**src/rtl/core/cpt_pkg.sv**
```systemverilog
// ----------------------------------------------------------------------------
// cpt_pkg
// Shared types, codes and helpers for the convex polygon point test.
// ----------------------------------------------------------------------------
package cpt_pkg;

    localparam int COORD_W = 16;
    localparam int DIFF_W  = COORD_W + 1;
    localparam int PROD_W  = 2 * DIFF_W;
    localparam int SUM_W   = PROD_W + 1;

    // dropped axis of the plane normal
    typedef enum logic [1:0] {
        AXIS_Z = 2'd0,
        AXIS_X = 2'd1,
        AXIS_Y = 2'd2
    } axis_t;

    typedef enum logic [1:0] {
        SIGN_ZERO = 2'd0,
        SIGN_POS  = 2'd1,
        SIGN_NEG  = 2'd2
    } sign_t;

    typedef struct packed {
        logic signed [COORD_W-1:0] u;
        logic signed [COORD_W-1:0] v;
    } uv_t;

    typedef struct packed {
        logic signed [COORD_W-1:0] point_x;
        logic signed [COORD_W-1:0] point_y;
        logic signed [COORD_W-1:0] point_z;
        logic signed [COORD_W-1:0] normal_x;
        logic signed [COORD_W-1:0] normal_y;
        logic signed [COORD_W-1:0] normal_z;
        logic signed [COORD_W-1:0] vert_x;
        logic signed [COORD_W-1:0] vert_y;
        logic signed [COORD_W-1:0] vert_z;
        logic                      last_vertex;
    } vtx_t;

    // per-item control carried down the pipeline
    typedef struct packed {
        logic first;
        logic last;
    } tag_t;

    // operand pairs for the step edge (prev -> cur) and the closing edge (cur -> first)
    typedef struct packed {
        logic signed [DIFF_W-1:0] step_au;
        logic signed [DIFF_W-1:0] step_ev;
        logic signed [DIFF_W-1:0] step_av;
        logic signed [DIFF_W-1:0] step_eu;
        logic signed [DIFF_W-1:0] close_au;
        logic signed [DIFF_W-1:0] close_ev;
        logic signed [DIFF_W-1:0] close_av;
        logic signed [DIFF_W-1:0] close_eu;
    } diff_t;

    typedef struct packed {
        logic signed [PROD_W-1:0] step_p0;
        logic signed [PROD_W-1:0] step_p1;
        logic signed [PROD_W-1:0] close_p0;
        logic signed [PROD_W-1:0] close_p1;
    } prod_t;

    function automatic logic [COORD_W-1:0] mag(input logic signed [COORD_W-1:0] a);
        mag = a[COORD_W-1] ? COORD_W'(-a) : COORD_W'(a);
    endfunction

    function automatic logic signed [DIFF_W-1:0] sub_ext(
        input logic signed [COORD_W-1:0] a,
        input logic signed [COORD_W-1:0] b
    );
        sub_ext = $signed({a[COORD_W-1], a}) - $signed({b[COORD_W-1], b});
    endfunction

    function automatic uv_t project(
        input axis_t                     ax,
        input logic signed [COORD_W-1:0] x,
        input logic signed [COORD_W-1:0] y,
        input logic signed [COORD_W-1:0] z
    );
        uv_t r;
        case (ax)
            AXIS_Y:  begin r.u = x; r.v = z; end
            AXIS_X:  begin r.u = y; r.v = z; end
            default: begin r.u = x; r.v = y; end
        endcase
        project = r;
    endfunction

    function automatic sign_t sign_of(
        input logic signed [PROD_W-1:0] p0,
        input logic signed [PROD_W-1:0] p1
    );
        logic signed [SUM_W-1:0] s;
        s = $signed({p0[PROD_W-1], p0}) + $signed({p1[PROD_W-1], p1});
        if (s[SUM_W-1])
            sign_of = SIGN_NEG;
        else if (s != '0)
            sign_of = SIGN_POS;
        else
            sign_of = SIGN_ZERO;
    endfunction

    function automatic logic opposite(input sign_t a, input sign_t b);
        opposite = ((a == SIGN_POS) && (b == SIGN_NEG)) ||
                   ((a == SIGN_NEG) && (b == SIGN_POS));
    endfunction

endpackage

```
**src/rtl/core/cpt_project.sv**
```systemverilog
// ----------------------------------------------------------------------------
// cpt_project
// Polygon setup and projection stage: picks the dropped axis, holds the
// projected point and vertices, and forms the edge function differences.
// ----------------------------------------------------------------------------
module cpt_project (
    input  logic          aclk,
    input  logic          aresetn,
    input  logic          en,
    input  cpt_pkg::vtx_t vtx,
    output cpt_pkg::diff_t diff_reg,
    output cpt_pkg::tag_t  tag_reg
);
    import cpt_pkg::*;

    logic        busy_reg;
    axis_t       drop_reg;
    uv_t         point_reg;
    uv_t         first_reg;
    uv_t         prev_reg;

    logic        is_first;
    logic [COORD_W-1:0] ax;
    logic [COORD_W-1:0] ay;
    logic [COORD_W-1:0] az;
    axis_t       drop_new;
    axis_t       drop_use;
    uv_t         p_use;
    uv_t         cur;
    uv_t         first_use;
    diff_t       diff_next;
    tag_t        tag_next;

    assign is_first = !busy_reg;
    assign ax = mag(vtx.normal_x);
    assign ay = mag(vtx.normal_y);
    assign az = mag(vtx.normal_z);

    // y only if strictly largest, then x, ties fall to z
    always_comb begin
        if ((ay > ax) && (ay > az))
            drop_new = AXIS_Y;
        else if ((ax > ay) && (ax > az))
            drop_new = AXIS_X;
        else
            drop_new = AXIS_Z;
    end

    assign drop_use  = is_first ? drop_new : drop_reg;
    assign p_use     = is_first ? project(drop_new, vtx.point_x, vtx.point_y, vtx.point_z)
                                : point_reg;
    assign cur       = project(drop_use, vtx.vert_x, vtx.vert_y, vtx.vert_z);
    assign first_use = is_first ? cur : first_reg;

    always_comb begin
        diff_next.step_au  = sub_ext(prev_reg.u, p_use.u);
        diff_next.step_ev  = sub_ext(prev_reg.v, cur.v);
        diff_next.step_av  = sub_ext(prev_reg.v, p_use.v);
        diff_next.step_eu  = sub_ext(cur.u, prev_reg.u);
        diff_next.close_au = sub_ext(cur.u, p_use.u);
        diff_next.close_ev = sub_ext(cur.v, first_use.v);
        diff_next.close_av = sub_ext(cur.v, p_use.v);
        diff_next.close_eu = sub_ext(first_use.u, cur.u);
        tag_next.first     = is_first;
        tag_next.last      = vtx.last_vertex;
    end

    always_ff @(posedge aclk) begin
        if (!aresetn) begin
            busy_reg <= 1'b0;
        end else if (en) begin
            busy_reg <= !vtx.last_vertex;
        end
    end

    always_ff @(posedge aclk) begin
        if (en) begin
            if (is_first) begin
                drop_reg  <= drop_new;
                point_reg <= p_use;
                first_reg <= cur;
            end
            prev_reg <= cur;
            diff_reg <= diff_next;
            tag_reg  <= tag_next;
        end
    end

`ifndef SYNTHESIS
    a_last_ends_polygon : assert property (@(posedge aclk) disable iff (!aresetn)
        en && vtx.last_vertex |=> !busy_reg)
        else $error("polygon still open after last vertex");

    a_tag_tracks_busy : assert property (@(posedge aclk) disable iff (!aresetn)
        en |=> (tag_reg.first == !$past(busy_reg)))
        else $error("first flag does not match polygon state");
`endif

endmodule

```
**config.mk**
```make
export PLATFORM = sky130hd
export DESIGN_NAME = cpt_project
export DESIGN_NICKNAME = d
export VERILOG_FILES = /design/src/rtl/core/cpt_pkg.sv /design/src/rtl/core/cpt_project.sv
export SDC_FILE = /design/constraint.sdc
export NUM_CORES = 1
export LEC_CHECK = 0
export ABC_AREA = 1
export BUFFER_PORTS_ARGS = -buffer_cell sky130_fd_sc_hd__clkbuf_2
export CORE_ASPECT_RATIO = 1.75
export CORE_MARGIN = 10
export CORE_UTILIZATION = 52
export DETAILED_ROUTE_END_ITERATION = 8
export GPL_TIMING_DRIVEN = 1
export PLACE_DENSITY = 0.78
export SYNTH_ARGS = -nofsm -noshare
export SYNTH_HDL_FRONTEND = slang
export SYNTH_SLANG_ARGS = --single-unit
```
**constraint.sdc**
```tcl
create_clock -name aclk -period 7 [get_ports aclk]
set_clock_uncertainty 0.15 [all_clocks]
set_input_delay 0.7 -clock aclk [delete_from_list [all_inputs] [get_ports aclk]]
set_output_delay 0.7 -clock aclk [all_outputs]
set_load 0.005 [all_outputs]
```
==> metrics.txt <==
Critical Path RT about 7.3 ns; Power, Total approximately 0.0079 W; sw power roughly 0.0032 W; DRC 0; max-cap violations 0; total grt overflow 0; CTS Buffer Depth 3; Synth Area per Inst 9.10 um^2; final worst slack 0.555 ns; Yosys cell types 50; Clk pin slew, worst setup/hold paths 0.07 ns; net count after synthesis around 2100; Worst setup SP type input pin; status finished, final reports clean; Die ar. 39500 um^2; Final setup viols 0; Post-DP Area 18800 um^2; worst-margin pin slew roughly 1.1 ns; H-tree levels 1; Reg power frac 32.5%; Final Hold Slack ~0.23 ns; total CTS buffers 23; first-pass GRT wire length roughly 76 mm; maximum vdd drop between 0.0003 and 0.0004 V; Lkg Pwr ~9.7 nW; Seq/Total Area, Yosys a little over two fifths; Pwr Density 404 nW/um^2; I/O pins around 290; max reg flops between 100 and 150; routability congestion estimate 0.966; first-pass iteration count of the detailed router 9; Worst path slowest cell a2111oi_0; GR Util All Layers 24.2%; Design Area, Final ~20000 um^2; drt total wl a little under 50 mm; Final Slew Violations 0; FF+latch count, synth roughly 240; final hold vios 0; drt wl/cell approximately 19 um; internal power between 0.004 and 0.005 W; Post-Place Worst Slack -0.143 ns; Sw Share ~40%; Site Rows 86; Worst EP arrival roughly 6.7 ns; share of cells above drive strength 1 a little over a fifth; RSZ-0062 raised after global routing false; commonest non-fill, non-tap cells in the layout inv_1 (311), nand2_1 (290), clkbuf_2 (284), edfxtp_1 (236), ha_1 (173); Clock Sinks 237; clk_lat worst skew ~0.53 ns; multi-input logic area 7980 um^2; Post-Syn Area 16500 um^2; Via density between 5 and 6; vias in the first global route approximately 15000; # hold bufs at CTS 0; total number of yosys warnings 0; max incr delay on CP ~0.43 ns; Initial Utilization approximately 52%; DP HPWL around 40 mm; number of diodes 0; Reg area between 7000 and 8000 um^2; initial drt markers just over 800; pin count of the biggest net entering global routing 88; clock root buffer clkbuf_16; Port Buf Inserts roughly 290; fin crit period around 6.4 ns; via count approximately 14000; initial antenna violation count 0; Die X 155 um; Fill cells around 2700; Max FO, Critical Path 11; P&R area growth vs syn 18.8%; Worst slew margin 29.4%; Chip Height 256 um; Fmax achieved ~160 MHz; clock share of power between 10% and 20%; # Post-CTS Setup Buffers 0; most frequent CP cell nand2_1; Cells after Synth around 1800; Layout Nets ~2500; Worst Setup End Kind flip-flop; post-route ant nets 0; Comb pwr share between 50% and 60%; Crit Path Category in -> reg; core area between 30000 and 40000 um^2; final core utilization slightly above 60%; most common cell after layout, fill and taps aside inv_1; period utilisation layout 92.1%; Worst Hold Class in -> reg; CTS tree done
cells in the mapped netlist, drive strengths merged:
master | count | share of area [%]
inv | 341 | 7.8
nand2 | 313 | 7.7
edfxtp | 236 | 43
ha | 174 | 13
a21oi | 138 | 4.2
o21ai | 124 | 3.9
xor2 | 124 | 6.6
nand3 | 110 | 3.6
nor2 | 63 | 1.6
and2 | 19 | 0.72
clkbuf | 19 | 0.43
xnor2 | 19 | 1.0
o21a | 17 | 0.77
nor3 | 16 | 0.49
nand4 | 11 | 0.42
o21bai | 11 | 0.52
buf | 10 | 0.36
a31oi | 8 | 0.34
fa | 8 | 0.97
a211oi | 7 | 0.32
a21o | 6 | 0.27
o31ai | 6 | 0.27
nor4 | 5 | 0.19
o211ai | 5 | 0.23
or2 | 5 | 0.19
nand3b | 3 | 0.14
o221ai | 3 | 0.16
a2111oi | 2 | 0.11
a21boi | 2 | 0.091
a22oi | 2 | 0.091
o2111ai | 2 | 0.11
a221oi | 1 | 0.053
dfxtp | 1 | 0.12
cells by family after synthesis:
kind of cell | synth area share (%)
flops | 43.1
buf+inv | 8.59
simple gates | 15.1
fa+ha+maj | 14.2
compound gates | 11.4
xor+xnor | 7.60
power groups by stage:
stage	clock network (W)	registers [W]	logic (W)
global route	0.00134	0.00261	0.00454
floorplan	0	0.00257	0.00240
finish	0.00127	0.00257	0.00406
CTS	0.00128	0.00257	0.00407
global placement	0	0.00258	0.00394
detailed placement	0	0.00259	0.00403
layer usage:
metal | track usage [%] | wire length [um] | part of all wire [%]
met1 | 24.1 | 16400 | 34
met2 | 47.2 | 27200 | 56
met3 | 3.48 | 3080 | 6.3
met4 | 11.1 | 2210 | 4.5
met5 | 0 | 0 | 0
metrics by stage:
step	TNS, ns	cells
floorplan	0	1811
global placement	0	2533
detailed placement	-0.356	2533
CTS	0	2574
global route	0	2574
finish	0	2574
final cells by class:
class,instances,area share (%)
Sequential cell,237,36.3
Tap cell,396,2.53
Timing Repair Buffer,355,10.0
Inverter,341,6.57
Multi-Input combinational cell,1204,40.8
Clock inverter,12,0.729
Clock buffer,29,3.06
critical path, delay by kind of cell:
kind / cells / cell delay [ns]
compound gates: 8 / 1.67
xor+xnor: 1 / 0.15
fa+ha+maj: 4 / 1.20
buf+inv: 8 / 1.02
simple gates: 19 / 1.95
timing repair:
item / CTS / global route
hold endpoints to repair: 0 / 0
resized for setup: 0 / 12
endpoints found under the setup margin: 0 / 17
final timing paths:
check	from	endpoint	slack, ns	cells after the start
hold / removal	vtx[0]	tag_reg[0]	0.23	1
hold reg to reg	first_reg[21]	first_reg[21]	0.44	2
setup reg to reg	busy_reg	diff_reg[50]	2.21	26
setup / recovery	vtx[49]	diff_reg[16]	0.55	40
(Power assumes the default switching activity.)
